$ cat src/hw/rtl/fmct_pkg.sv
// Shared types and constants for the feature map channel tiler.
package fmct_pkg;

   localparam int DATA_W      = 16;
   localparam int INDEX_W     = 32;
   localparam int POS_W       = 5;
   localparam int GROUP_W     = 12;
   localparam int ROW_W       = 10;
   localparam int COL_W       = 10;
   localparam int CHAN_W      = 12;
   localparam int QUEUE_DEPTH = 4;
   localparam int QPTR_W      = 2;
   localparam int CSR_IDX_W   = 3;
   localparam int CSR_DATA_W  = 32;

   localparam logic [10:0] MAX_ROWS  = 11'd1024;
   localparam logic [10:0] MAX_COLS  = 11'd1024;
   localparam logic [12:0] MAX_CHANS = 13'd4096;

   // Register indexes of the configuration port
   localparam logic [CSR_IDX_W-1:0] CSR_FRAME_HEIGHT   = 3'd0;
   localparam logic [CSR_IDX_W-1:0] CSR_FRAME_WIDTH    = 3'd1;
   localparam logic [CSR_IDX_W-1:0] CSR_CHANNEL_COUNT  = 3'd2;
   localparam logic [CSR_IDX_W-1:0] CSR_LINE_STRIDE    = 3'd3;
   localparam logic [CSR_IDX_W-1:0] CSR_SURFACE_STRIDE = 3'd4;

   typedef struct packed {
      logic [10:0] frame_height;
      logic [10:0] frame_width;
      logic [12:0] channel_count;
      logic [23:0] line_stride_bytes;
      logic [31:0] surface_stride_bytes;
   } fmct_cfg_type;

   typedef struct packed {
      logic signed [DATA_W-1:0] sample;
      logic [POS_W-1:0]         pos;
      logic [GROUP_W-1:0]       group;
      logic [ROW_W-1:0]         row;
      logic [COL_W-1:0]         col;
      logic                     ch_last;
      logic                     frame_last;
   } fmct_entry_type;

endpackage

$ cat src/hw/rtl/fmct_front.sv
// Front end: accepts samples, tracks row/column/channel position, classifies each item.
module fmct_front #(
   parameter int TILE_CHANNELS = 8
) (
   input  logic                    clock,
   input  logic                    reset,
   input  fmct_pkg::fmct_cfg_type  cfg,
   input  logic                    req_tvalid,
   output logic                    req_tready,
   input  logic [15:0]             req_tdata,     // [15:0] sample_value
   output logic                    push_valid,
   input  logic                    push_ready,
   output fmct_pkg::fmct_entry_type push_entry
);
   import fmct_pkg::*;

   localparam logic [POS_W-1:0] PosMax = POS_W'(TILE_CHANNELS - 1);

   logic [ROW_W-1:0]   row_ff, row_in;
   logic [COL_W-1:0]   col_ff, col_in;
   logic [CHAN_W-1:0]  ch_ff, ch_in;
   logic [POS_W-1:0]   pos_ff, pos_in;
   logic [GROUP_W-1:0] grp_ff, grp_in;

   logic [10:0] nrows, ncols;
   logic [12:0] nchans;
   logic        ch_last, col_last, row_last, accept;

   always_comb begin
      if (cfg.frame_height == '0) nrows = 11'd1;
      else if (cfg.frame_height > MAX_ROWS) nrows = MAX_ROWS;
      else nrows = cfg.frame_height;

      if (cfg.frame_width == '0) ncols = 11'd1;
      else if (cfg.frame_width > MAX_COLS) ncols = MAX_COLS;
      else ncols = cfg.frame_width;

      if (cfg.channel_count == '0) nchans = 13'd1;
      else if (cfg.channel_count > MAX_CHANS) nchans = MAX_CHANS;
      else nchans = cfg.channel_count;
   end

   // A counter at or past its count sits on its last position
   assign ch_last  = ({1'b0, ch_ff} + 13'd1) >= nchans;
   assign col_last = ({1'b0, col_ff} + 11'd1) >= ncols;
   assign row_last = ({1'b0, row_ff} + 11'd1) >= nrows;

   assign req_tready = push_ready;
   assign push_valid = req_tvalid;
   assign accept     = req_tvalid && push_ready;

   always_comb begin
      push_entry.sample     = req_tdata;
      push_entry.pos        = pos_ff;
      push_entry.group      = grp_ff;
      push_entry.row        = row_ff;
      push_entry.col        = col_ff;
      push_entry.ch_last    = ch_last;
      push_entry.frame_last = ch_last && col_last && row_last;
   end

   always_comb begin
      row_in = row_ff;
      col_in = col_ff;
      ch_in  = ch_ff;
      pos_in = pos_ff;
      grp_in = grp_ff;
      if (accept) begin
         if (ch_last) begin
            ch_in  = '0;
            pos_in = '0;
            grp_in = '0;
            if (col_last) begin
               col_in = '0;
               row_in = row_last ? '0 : row_ff + ROW_W'(1);
            end else begin
               col_in = col_ff + COL_W'(1);
            end
         end else begin
            ch_in = ch_ff + CHAN_W'(1);
            if (pos_ff >= PosMax) begin
               pos_in = '0;
               grp_in = grp_ff + GROUP_W'(1);
            end else begin
               pos_in = pos_ff + POS_W'(1);
            end
         end
      end
   end

   always_ff @(posedge clock) begin
      if (reset) begin
         row_ff <= '0;
         col_ff <= '0;
         ch_ff  <= '0;
         pos_ff <= '0;
         grp_ff <= '0;
      end else begin
         row_ff <= row_in;
         col_ff <= col_in;
         ch_ff  <= ch_in;
         pos_ff <= pos_in;
         grp_ff <= grp_in;
      end
   end

endmodule

$ cat src/hw/rtl/fmct_queue.sv
// Short queue that decouples the front end from the write generator.
module fmct_queue (
   input  logic                     clock,
   input  logic                     reset,
   input  logic                     push_valid,
   output logic                     push_ready,
   input  fmct_pkg::fmct_entry_type push_entry,
   output logic                     pop_valid,
   input  logic                     pop_ready,
   output fmct_pkg::fmct_entry_type pop_entry
);
   import fmct_pkg::*;

   fmct_entry_type     mem_ff [QUEUE_DEPTH];
   logic [QPTR_W-1:0]  wr_ptr_ff, wr_ptr_in;
   logic [QPTR_W-1:0]  rd_ptr_ff, rd_ptr_in;
   logic [QPTR_W:0]    count_ff, count_in;
   logic               do_push, do_pop;

   assign push_ready = count_ff != (QPTR_W+1)'(QUEUE_DEPTH);
   assign pop_valid  = count_ff != '0;
   assign pop_entry  = mem_ff[rd_ptr_ff];
   assign do_push    = push_valid && push_ready;
   assign do_pop     = pop_valid && pop_ready;

   always_comb begin
      wr_ptr_in = do_push ? wr_ptr_ff + QPTR_W'(1) : wr_ptr_ff;
      rd_ptr_in = do_pop ? rd_ptr_ff + QPTR_W'(1) : rd_ptr_ff;
      count_in  = count_ff;
      if (do_push && !do_pop) count_in = count_ff + (QPTR_W+1)'(1);
      else if (do_pop && !do_push) count_in = count_ff - (QPTR_W+1)'(1);
   end

   always_ff @(posedge clock) begin
      if (do_push) begin
         mem_ff[wr_ptr_ff] <= push_entry;
      end
   end

   always_ff @(posedge clock) begin
      if (reset) begin
         wr_ptr_ff <= '0;
         rd_ptr_ff <= '0;
         count_ff  <= '0;
      end else begin
         wr_ptr_ff <= wr_ptr_in;
         rd_ptr_ff <= rd_ptr_in;
         count_ff  <= count_in;
      end
   end

endmodule

$ cat src/hw/rtl/fmct_back.sv
// Back end: forms the tiled index and emits the sample write plus any padding writes.
module fmct_back #(
   parameter int TILE_CHANNELS = 8
) (
   input  logic                     clock,
   input  logic                     reset,
   input  fmct_pkg::fmct_cfg_type   cfg,
   input  logic                     pop_valid,
   output logic                     pop_ready,
   input  fmct_pkg::fmct_entry_type pop_entry,
   output logic                     rsp_tvalid,
   input  logic                     rsp_tready,
   output logic [47:0]              rsp_tdata,  // [31:0] dest_index, [47:32] write_value
   output logic [1:0]               rsp_tuser,  // [0] is_padding, [1] frame_done
   output logic                     rsp_tlast   // run_last
);
   import fmct_pkg::*;

   localparam logic [POS_W-1:0]   PosMax = POS_W'(TILE_CHANNELS - 1);
   localparam logic [INDEX_W-1:0] TileW  = INDEX_W'(TILE_CHANNELS);

   // Product stage
   logic               a_valid_ff, a_valid_in;
   logic [INDEX_W-1:0] a_grp_ff, a_grp_in;
   logic [INDEX_W-1:0] a_row_ff, a_row_in;
   logic [INDEX_W-1:0] a_col_ff, a_col_in;
   logic [POS_W-1:0]   a_pos_ff, a_pos_in;
   logic [DATA_W-1:0]  a_sample_ff, a_sample_in;
   logic               a_ch_last_ff, a_ch_last_in;
   logic               a_frame_last_ff, a_frame_last_in;

   // Write expander / output register
   logic               e_valid_ff, e_valid_in;
   logic [INDEX_W-1:0] e_dest_ff, e_dest_in;
   logic [DATA_W-1:0]  e_value_ff, e_value_in;
   logic               e_pad_ff, e_pad_in;
   logic               e_last_ff, e_last_in;
   logic               e_done_ff, e_done_in;
   logic [POS_W-1:0]   e_pos_ff, e_pos_in;
   logic               e_frame_last_ff, e_frame_last_in;

   logic               e_free, a_free, a_last;
   logic [31:0]        grp_half;
   logic [22:0]        line_half;

   assign grp_half  = {1'b0, cfg.surface_stride_bytes[31:1]};
   assign line_half = cfg.line_stride_bytes[23:1];

   assign e_free    = !e_valid_ff || (rsp_tready && e_last_ff);
   assign a_free    = !a_valid_ff || e_free;
   assign pop_ready = a_free;
   assign a_last    = !a_ch_last_ff || (a_pos_ff == PosMax);

   always_comb begin
      a_valid_in      = a_valid_ff;
      a_grp_in        = a_grp_ff;
      a_row_in        = a_row_ff;
      a_col_in        = a_col_ff;
      a_pos_in        = a_pos_ff;
      a_sample_in     = a_sample_ff;
      a_ch_last_in    = a_ch_last_ff;
      a_frame_last_in = a_frame_last_ff;
      if (a_free) begin
         a_valid_in      = pop_valid;
         a_grp_in        = INDEX_W'(INDEX_W'(pop_entry.group) * grp_half);
         a_row_in        = INDEX_W'(INDEX_W'(pop_entry.row) * INDEX_W'(line_half));
         a_col_in        = INDEX_W'(INDEX_W'(pop_entry.col) * TileW);
         a_pos_in        = pop_entry.pos;
         a_sample_in     = pop_entry.sample;
         a_ch_last_in    = pop_entry.ch_last;
         a_frame_last_in = pop_entry.frame_last;
      end
   end

   always_comb begin
      e_valid_in      = e_valid_ff;
      e_dest_in       = e_dest_ff;
      e_value_in      = e_value_ff;
      e_pad_in        = e_pad_ff;
      e_last_in       = e_last_ff;
      e_done_in       = e_done_ff;
      e_pos_in        = e_pos_ff;
      e_frame_last_in = e_frame_last_ff;
      if (e_free) begin
         // Load the sample write of the next item
         e_valid_in      = a_valid_ff;
         e_dest_in       = a_grp_ff + a_row_ff + a_col_ff + INDEX_W'(a_pos_ff);
         e_value_in      = a_sample_ff;
         e_pad_in        = 1'b0;
         e_last_in       = a_last;
         e_done_in       = a_last && a_frame_last_ff;
         e_pos_in        = a_pos_ff;
         e_frame_last_in = a_frame_last_ff;
      end else if (rsp_tready) begin
         // Advance to the next padding position of the group
         e_dest_in  = e_dest_ff + INDEX_W'(1);
         e_value_in = '0;
         e_pad_in   = 1'b1;
         e_pos_in   = e_pos_ff + POS_W'(1);
         e_last_in  = (e_pos_ff + POS_W'(1)) == PosMax;
         e_done_in  = ((e_pos_ff + POS_W'(1)) == PosMax) && e_frame_last_ff;
      end
   end

   always_ff @(posedge clock) begin
      if (reset) begin
         a_valid_ff <= 1'b0;
         e_valid_ff <= 1'b0;
      end else begin
         a_valid_ff <= a_valid_in;
         e_valid_ff <= e_valid_in;
      end
      a_grp_ff        <= a_grp_in;
      a_row_ff        <= a_row_in;
      a_col_ff        <= a_col_in;
      a_pos_ff        <= a_pos_in;
      a_sample_ff     <= a_sample_in;
      a_ch_last_ff    <= a_ch_last_in;
      a_frame_last_ff <= a_frame_last_in;
      e_dest_ff       <= e_dest_in;
      e_value_ff      <= e_value_in;
      e_pad_ff        <= e_pad_in;
      e_last_ff       <= e_last_in;
      e_done_ff       <= e_done_in;
      e_pos_ff        <= e_pos_in;
      e_frame_last_ff <= e_frame_last_in;
   end

   assign rsp_tvalid = e_valid_ff;
   assign rsp_tdata  = {e_value_ff, e_dest_ff};
   assign rsp_tuser  = {e_done_ff, e_pad_ff};
   assign rsp_tlast  = e_last_ff;

endmodule

$ cat src/hw/rtl/feature_map_channel_tiler_core.sv
// Top level of the feature map channel tiler: configuration registers and block wiring.
// Each item's first write passes the queue, the product stage and the output register.
// Throughput: one item per cycle while rsp_tready is high; the last channel of a pixel
// also holds the output for one padding write per remaining position of its group.
// The output register sets the rate: one write per cycle while rsp_tready is high.
// Reset: counters cleared to zero, pipeline emptied, registers to 1, 1, 1, 16, 16.
module feature_map_channel_tiler_core #(
   parameter int TILE_CHANNELS = 8
) (
   input  logic        clock,
   input  logic        reset,
   input  logic        csr_valid,
   output logic        csr_ready,
   input  logic [2:0]  csr_index,
   input  logic [31:0] csr_data,
   input  logic        req_tvalid,
   output logic        req_tready,
   input  logic [15:0] req_tdata,   // [15:0] sample_value
   output logic        rsp_tvalid,
   input  logic        rsp_tready,
   output logic [47:0] rsp_tdata,   // [31:0] dest_index, [47:32] write_value
   output logic [1:0]  rsp_tuser,   // [0] is_padding, [1] frame_done
   output logic        rsp_tlast    // run_last
);
   import fmct_pkg::*;

   fmct_cfg_type   cfg_ff, cfg_in;
   fmct_entry_type push_entry, pop_entry;
   logic           push_valid, push_ready, pop_valid, pop_ready;

   assign csr_ready = 1'b1;

   always_comb begin
      cfg_in = cfg_ff;
      if (csr_valid) begin
         case (csr_index)
            CSR_FRAME_HEIGHT:   cfg_in.frame_height         = csr_data[10:0];
            CSR_FRAME_WIDTH:    cfg_in.frame_width          = csr_data[10:0];
            CSR_CHANNEL_COUNT:  cfg_in.channel_count        = csr_data[12:0];
            CSR_LINE_STRIDE:    cfg_in.line_stride_bytes    = csr_data[23:0];
            CSR_SURFACE_STRIDE: cfg_in.surface_stride_bytes = csr_data;
            default:            cfg_in = cfg_ff;
         endcase
      end
   end

   always_ff @(posedge clock) begin
      if (reset) begin
         cfg_ff.frame_height         <= 11'd1;
         cfg_ff.frame_width          <= 11'd1;
         cfg_ff.channel_count        <= 13'd1;
         cfg_ff.line_stride_bytes    <= 24'd16;
         cfg_ff.surface_stride_bytes <= 32'd16;
      end else begin
         cfg_ff <= cfg_in;
      end
   end

   fmct_front #(
      .TILE_CHANNELS (TILE_CHANNELS)
   ) u_front (
      .clock      (clock),
      .reset      (reset),
      .cfg        (cfg_ff),
      .req_tvalid (req_tvalid),
      .req_tready (req_tready),
      .req_tdata  (req_tdata),
      .push_valid (push_valid),
      .push_ready (push_ready),
      .push_entry (push_entry)
   );

   fmct_queue u_queue (
      .clock      (clock),
      .reset      (reset),
      .push_valid (push_valid),
      .push_ready (push_ready),
      .push_entry (push_entry),
      .pop_valid  (pop_valid),
      .pop_ready  (pop_ready),
      .pop_entry  (pop_entry)
   );

   fmct_back #(
      .TILE_CHANNELS (TILE_CHANNELS)
   ) u_back (
      .clock      (clock),
      .reset      (reset),
      .cfg        (cfg_ff),
      .pop_valid  (pop_valid),
      .pop_ready  (pop_ready),
      .pop_entry  (pop_entry),
      .rsp_tvalid (rsp_tvalid),
      .rsp_tready (rsp_tready),
      .rsp_tdata  (rsp_tdata),
      .rsp_tuser  (rsp_tuser),
      .rsp_tlast  (rsp_tlast)
   );

endmodule
$ cat config.mk
export PLATFORM = sky130hd
export DESIGN_NAME = feature_map_channel_tiler_core
export DESIGN_NICKNAME = d
export VERILOG_FILES = /design/src/hw/rtl/fmct_pkg.sv /design/src/hw/rtl/fmct_front.sv /design/src/hw/rtl/fmct_queue.sv /design/src/hw/rtl/fmct_back.sv /design/src/hw/rtl/feature_map_channel_tiler_core.sv
export SDC_FILE = /design/constraint.sdc
export NUM_CORES = 2
export LEC_CHECK = 0
export BUFFER_PORTS_ARGS = -buffer_cell sky130_fd_sc_hd__buf_2
export CAP_MARGIN = 15
export CORE_ASPECT_RATIO = 1.5
export CORE_MARGIN = 2
export CORE_UTILIZATION = 25
export DETAILED_ROUTE_END_ITERATION = 10
export HOLD_SLACK_MARGIN = 0.1
export PLACE_DENSITY_LB_ADDON = 0.08
export SYNTH_ARGS = -nofsm -noshare
export SYNTH_HDL_FRONTEND = slang
export SYNTH_SLANG_ARGS = --single-unit
$ cat constraint.sdc
create_clock -name clock -period 9.5 [get_ports clock]
set_input_delay 1.9 -clock clock [delete_from_list [all_inputs] [get_ports clock]]
set_output_delay 1.9 -clock clock [all_outputs]
set_load 0.02 [all_outputs]
After elaboration in Yosys (flattened, before gate mapping)
Memories as Yosys holds them, arrays and structs flattened. A register that Yosys moved wholly into a read port is not among the register bits.
Cells that the tools add are included.
{"block": "totals", "inputBits": 56, "out_inout_bits": 54, "ff_bits": 303, "mem_bits_rw": 220, "elab_cells": 125, "memories": 1}
{"name": "u_queue.mem_ff", "words": 4, "width": 55, "read_ports": 1, "rd_clocked_by_memory_dff": 1, "wr": 1, "line_no": "fmct_queue.sv:14", "source": "fmct_entry_type mem_ff [QUEUE_DEPTH];"}
{"block": "classes", "reduce_logical": 33, "n_mux": 29, "n_lt_le_gt_ge": 7, "n_addsub": 17, "multipliers": 2, "n_eq_ne": 7}
{"cell": "2-to-1 mux 32 bit", "count": 2}
{"cell": "2-to-1 mux 11 bit", "count": 4}
{"cell": "2-to-1 mux 12 bit", "count": 3}
{"cell": "adder 32 x 1 -> 32 bit (second input constant)", "count": 1}
{"cell": "adder 32 x 13 -> 32 bit", "count": 1}
{"cell": "adder 32 bit", "count": 1}
{"cell": "adder 32 x 5 -> 32 bit", "count": 1}
{"cell": "multiplier 10 x 23 -> 32 bit", "count": 1}
{"cell": "multiplier 12 x 31 -> 32 bit", "count": 1}
{"cell": "2-to-1 mux 16 bit", "count": 2}
{"cell": "2-to-1 mux 13 bit", "count": 2}
{"cell": "adder 12 x 1 -> 12 bit (second input constant)", "count": 2}
{"cell": "adder 10 x 1 -> 11 bit (second input constant)", "count": 2}
{"cell": ">= comparator 11 bit", "count": 2}
{"cell": "> comparator 11 bit (second input constant)", "count": 2}
{"cell": "zero test 11 bit", "count": 2}
{"cell": "adder 10 x 1 -> 10 bit (second input constant)", "count": 2}
{"cell": "2-to-1 mux 10 bit", "count": 2}
{"cell": "2-to-1 mux 5 bit", "count": 4}
{"cell": "AND reduction 2 bit", "count": 7}
{"cell": "adder 12 x 1 -> 13 bit (second input constant)", "count": 1}
{"cell": ">= comparator 13 bit", "count": 1}
{"cell": "> comparator 13 bit (second input constant)", "count": 1}
{"cell": "zero test 13 bit", "count": 1}
{"cell": "20 further kinds", "count": 47}

Depth between registers and ports, before layout
{"block": "depth", "ltp_word": 7, "depth_mapped": 26, "mapped_depth_nobuf": 22}

Modules after synthesis
From an unflattened synthesis, not the netlist that was laid out.
{"block": "unflattened", "cells_unflattened": 3700, "hier_area_um2": 40453.8}
{"module": "fmct_back", "cells_each": 2542, "area_per_inst_um2": 24353.4, "seq_area_each_um2": 4654.5, "n_inst": 1}
{"module": "fmct_queue", "cells_each": 335, "area_per_inst_um2": 8470.6, "seq_area_each_um2": 6786.5, "n_inst": 1}
{"module": "fmct_front", "cells_each": 482, "area_per_inst_um2": 3917.5, "seq_area_each_um2": 980.9, "n_inst": 1}
{"module": "feature_map_channel_tiler_core", "cells_each": 341, "area_per_inst_um2": 3712.3, "seq_area_each_um2": 1821.7, "n_inst": 1}

Worst setup path after synthesis
Ideal clock, no wire load.
{"block": "synth_path", "path_type": "register to register", "start": "register (tool-made name)", "end": "register u_back.a_row_ff[30] (data pin)", "t_required_ps": 9242, "n_path_buf": 4, "path_stages_with_launch": 26, "setup_ps": 258, "arrival_time_ps": 6240, "synth_period_minus_slack_ps": 6497, "slack_ps": 3003, "path_cell_list": "dfxtp_1 -> buf_2 -> buf_2 -> clkbuf_1 -> mux4_2 -> clkbuf_1 -> nand2_1 -> fa_1 -> inv_1 -> fa_1 -> inv_1 -> fa_1 -> inv_1 -> fa_1 -> inv_1 -> fa_1 -> inv_1 -> ha_1 -> or3_1 -> o21bai_1 -> a21o_1 -> a2111oi_2 -> o31ai_1 -> a31o_1 -> a41oi_2 -> xnor2_1"}
{"item": "to (signal assigned)", "line_no": "fmct_back.sv:114", "source": "a_row_ff <= a_row_in;"}
{"item": "to (decl)", "line_no": "fmct_back.sv:25", "source": "logic [INDEX_W-1:0] a_row_ff, a_row_in;"}

==> flow_summary_export.csv <==
group,metric,value,unit
setup_path,worstSetupEndpointType,"flip-flop",
routing,drt_iter0_markers,1081,
layout,final_core_util,28.3,%
synth,synth_compound_area_share,7.48,%
floorplanning,die_h,489,um
clock_network,clkLatencyLatePin,660,ps
layout,finalNetCount,4428,
synth,synth_mux_area_share,3.32,%
grt,grt_pass1_wl,183000,um
clock_network,clockRootBuffer,"clkbuf_16",
sta,clock-skew-final,29.3,ps
clock_network,cts_max_level,3,
routing,wl_per_cell,20.5,um
power_and_ir_drop,p_per_area,232,nW/um^2
routing,viasPerCell,4.38,
power_and_ir_drop,p_leak,18.8,nW
synth,synth_xor_area_share,3.69,%
setup_path,crit_fanout,29,
floorplanning,initial_core_util,25.1,%
place,place_worst_setup_slack,1980,ps
sta,fin_crit_sh,77.8,%
grt,grt_max_degree,65,
synth,synth_seq_area_share,36.2,%
routing,ant_nets,0,
synth,synth_nets,4399,
synth,synth_warnings,0,
routing,drcViolationCount,0,
sta,grt_setup_unrepaired,"false",
power_and_ir_drop,p_sw_share,39.3,%
clock_network,cts_sinks,523,
synth,syn-cell-area,39200,um^2
setup_path,crit_required,9900,ps
sta,worst_pin_slew,1100,ps
synth,synth-seq-cells,523,
power_and_ir_drop,vdd_drop_max,0.160,mV
hold_path,min_path_type,"flip-flop to flip-flop",
sta,fin_hold_ws,457,ps
power_and_ir_drop,pwr-share-seq,33.0,%
floorplanning,die-area,160000,um^2
clock_network,cts_tree,"yes",
layout,fin_area,44300,um^2
place,gp_congestion,0.764,
setup_path,cpPeakStageDelay,850,ps
clock_network,cts_buffer_depth,3,
place,place_hpwl,87700,um
setup_path,crit_type,"flip-flop to flip-flop",
grt,track_usage,15.3,%
synth,synthTopCellsByArea,"edfxtp_1 29%, fa_1 21%, dfxtp_1 7.7%",
routing,vias,25600,
place,portBuffers,108,
synth,yosys.area_share.simple,13.9,%
floorplanning,io_pins,110,
grt,grt_pass1_vias,28700,
power_and_ir_drop,p_sw,4.03,mW
setup_path,path_cells,"buf_4 > mux4_2 > nand2_1 > fa_1 > fa_1 > inv_1 > fa_1 > fa_1 > fa_1 > ha_1 > or3_1 > a221oi_1 > a211o_1 > nand3_1 > a221o_1 > a21oi_2 > nor4_1 > a311o_1",
sta,hold_viol,0,
synth,synthAdderAreaFrac,29.1,%
place,place_area,41900,um^2
power_and_ir_drop,p_int,6.22,mW
sta,slew_violations,0,
layout,drive_above_1_share,9.02,%
sta,fmax,0.135,GHz
sta,setup_viol,0,
setup_path,path_common_cell,"fa_1",
floorplanning,rows,178,
clock_network,clk_pin_slew,60,ps
synth,ys_types,92,
power_and_ir_drop,combPwrFrac,40.3,%
synth,synth_top_family_by_area,"adder cells",
power_and_ir_drop,power_frac_clock,26.7,%
synth,syn_area_per_cell,10.6,um^2
synth,yosys.area.top_type_share,28.6,%
setup_path,cp.arrival,7790,ps
routing,first_pass_iters,5,
grt,antenna_found_initial,1,
clock_network,cts_hold_buffers,0,
status,status,"completed",
floorplanning,core,156000,um^2
synth,yosys.area.top_type,"edfxtp_1",
layout,areaGrowthSynthToFinish,12.8,%
setup_path,cp_slowest_cell,"dfxtp_2",
synth,synth_edf_count,373,
clock_network,cts-buffers-inserted,66,
sta,fin_crit,7390,ps
clock_network,cts_resized,0,
synth,async_flop_share,0,%
floorplanning,die_w,327,um
sta,maxSlewHeadroom,26.2,%
sta,setup_ws,2110,ps
synth,ys.flop_type,"edfxtp_1",
layout,n_fill_cell,16500,
synth,netlist_instances,3685,
routing,routed_wl,119000,um
setup_path,startpoint_type,"flip-flop",
flow_run,drv_cap,0,
sta,fin_setup_tns,0,ps
clock_network,post_cts_buffers,0,
grt,grt_overflow,0,
state kept, by name, indices dropped and copies added, names as in the netlist, 5 cells and up, named ones only:
name                flops
cfg_ff                 89
u_back.a_col_ff        10
u_back.a_grp_ff        32
u_back.a_pos_ff         5
u_back.a_row_ff        32
u_back.a_sample_ff     16
u_back.e_dest_ff       32
u_back.e_pos_ff         5
u_back.e_value_ff      16
u_front.ch_ff          12
u_front.col_ff         10
u_front.grp_ff         12
u_front.pos_ff          5
u_front.row_ff         10
u_queue.mem_ff        220
worst max-delay path: cells and delay by family, from the launching register on:
family / cells / cell delay, ps
adder cells (fa/ha/maj): 6 / 2780
AO/OA/AOI/OAI: 5 / 1460
flip-flops: 1 / 850
AND/OR/NAND/NOR: 4 / 830
multiplexers: 1 / 770
buffers and inverters: 2 / 400
metrics by stage:
| step | std cells | total power, mW |
|---|---|---|
| global route | 5839 | 11.1 |
| detailed placement | 5716 | 7.69 |
| CTS | 5838 | 10.5 |
| floorplan | 3685 | 6.23 |
| finish | 5840 | 10.3 |
| global placement | 5716 | 7.71 |
path summary, 6_finish.rpt:
kind / endpoint / startpoint / slack (ps) / cells past startpoint
worst max-delay path: u_back.a_grp_ff[26] / flip-flop / 2110 / 18
worst min-delay path: u_back.e_pad_ff / u_back.e_pad_ff / 460 / 2
worst max register to register: u_back.a_grp_ff[26] / flip-flop / 2110 / 18
worst min register to register: u_back.e_pad_ff / u_back.e_pad_ff / 460 / 2
cells in the mapped netlist (15+ instances only):
cell,n
o21ai_0,64
nand2b_1,16
nand2_1,651
clkbuf_1,144
xnor2_1,108
dfxtp_1,150
a211oi_1,15
a21oi_1,182
and2_1,232
nor2_1,87
inv_1,471
nor3_1,17
a21o_1,59
and3_1,36
edfxtp_1,373
ha_1,237
nand3_1,57
fa_1,421
mux4_2,55
xor2_1,57
o21bai_1,17
o21a_1,20
power groups by stage:
stage | combinational (mW) | sequential (mW) | clock (mW)
global route | 4.69 | 3.45 | 2.93
detailed placement | 4.23 | 3.46 | 0
finish | 4.13 | 3.39 | 2.74
floorplan | 2.84 | 3.39 | 0
global placement | 4.25 | 3.46 | 0
CTS | 4.27 | 3.41 | 2.86
area by class of cell:
cell class                 instances  area (um^2)  area share (%)
inverter                         475         1780            4.03
clock inverter                    39          543            1.23
antenna                            2         5.00          0.0113
clock buffer                      83         1830            4.13
sequential                       523        14200            32.1
multi-input combinational       2515        22600            51.0
timing repair buffer             133          731            1.65
tap                             2070         2590            5.85
cells by family (layout without fill, tap and decap cells):
group | count (synthesis) | after routing
buffers and inverters | 647 | 730
xor gates and xnor gates | 165 | 165
adders and majority gates | 658 | 658
muxes | 61 | 61
other | 1 | 3
DFF | 523 | 523
and+or+nand+nor | 1174 | 1174
AOI/OAI and AO/OA | 456 | 456
placed cells by master, fill, tap and decap left out, types with 57 or more instances in the layout:
| cell type | count |
|---|---|
| nand2_1 | 650 |
| inv_1 | 470 |
| fa_1 | 421 |
| edfxtp_1 | 373 |
| ha_1 | 237 |
| and2_1 | 232 |
| a21oi_1 | 182 |
| dfxtp_1 | 148 |
| xnor2_1 | 108 |
| buf_2 | 107 |
| nor2_1 | 87 |
| clkbuf_16 | 67 |
| o21ai_0 | 64 |
| a21o_1 | 59 |
| xor2_1 | 57 |
| nand3_1 | 57 |
routing by layer:
layer	up-vias	track usage (%)	wire length [um]
met2	335	28.4	62400
met3	119	1.63	2870
li1	12200	-	-
met5	-	0	0
met1	13000	18.5	51600
met4	0	4.29	2560
No activity file was read; power rests on OpenSTA's default activity.
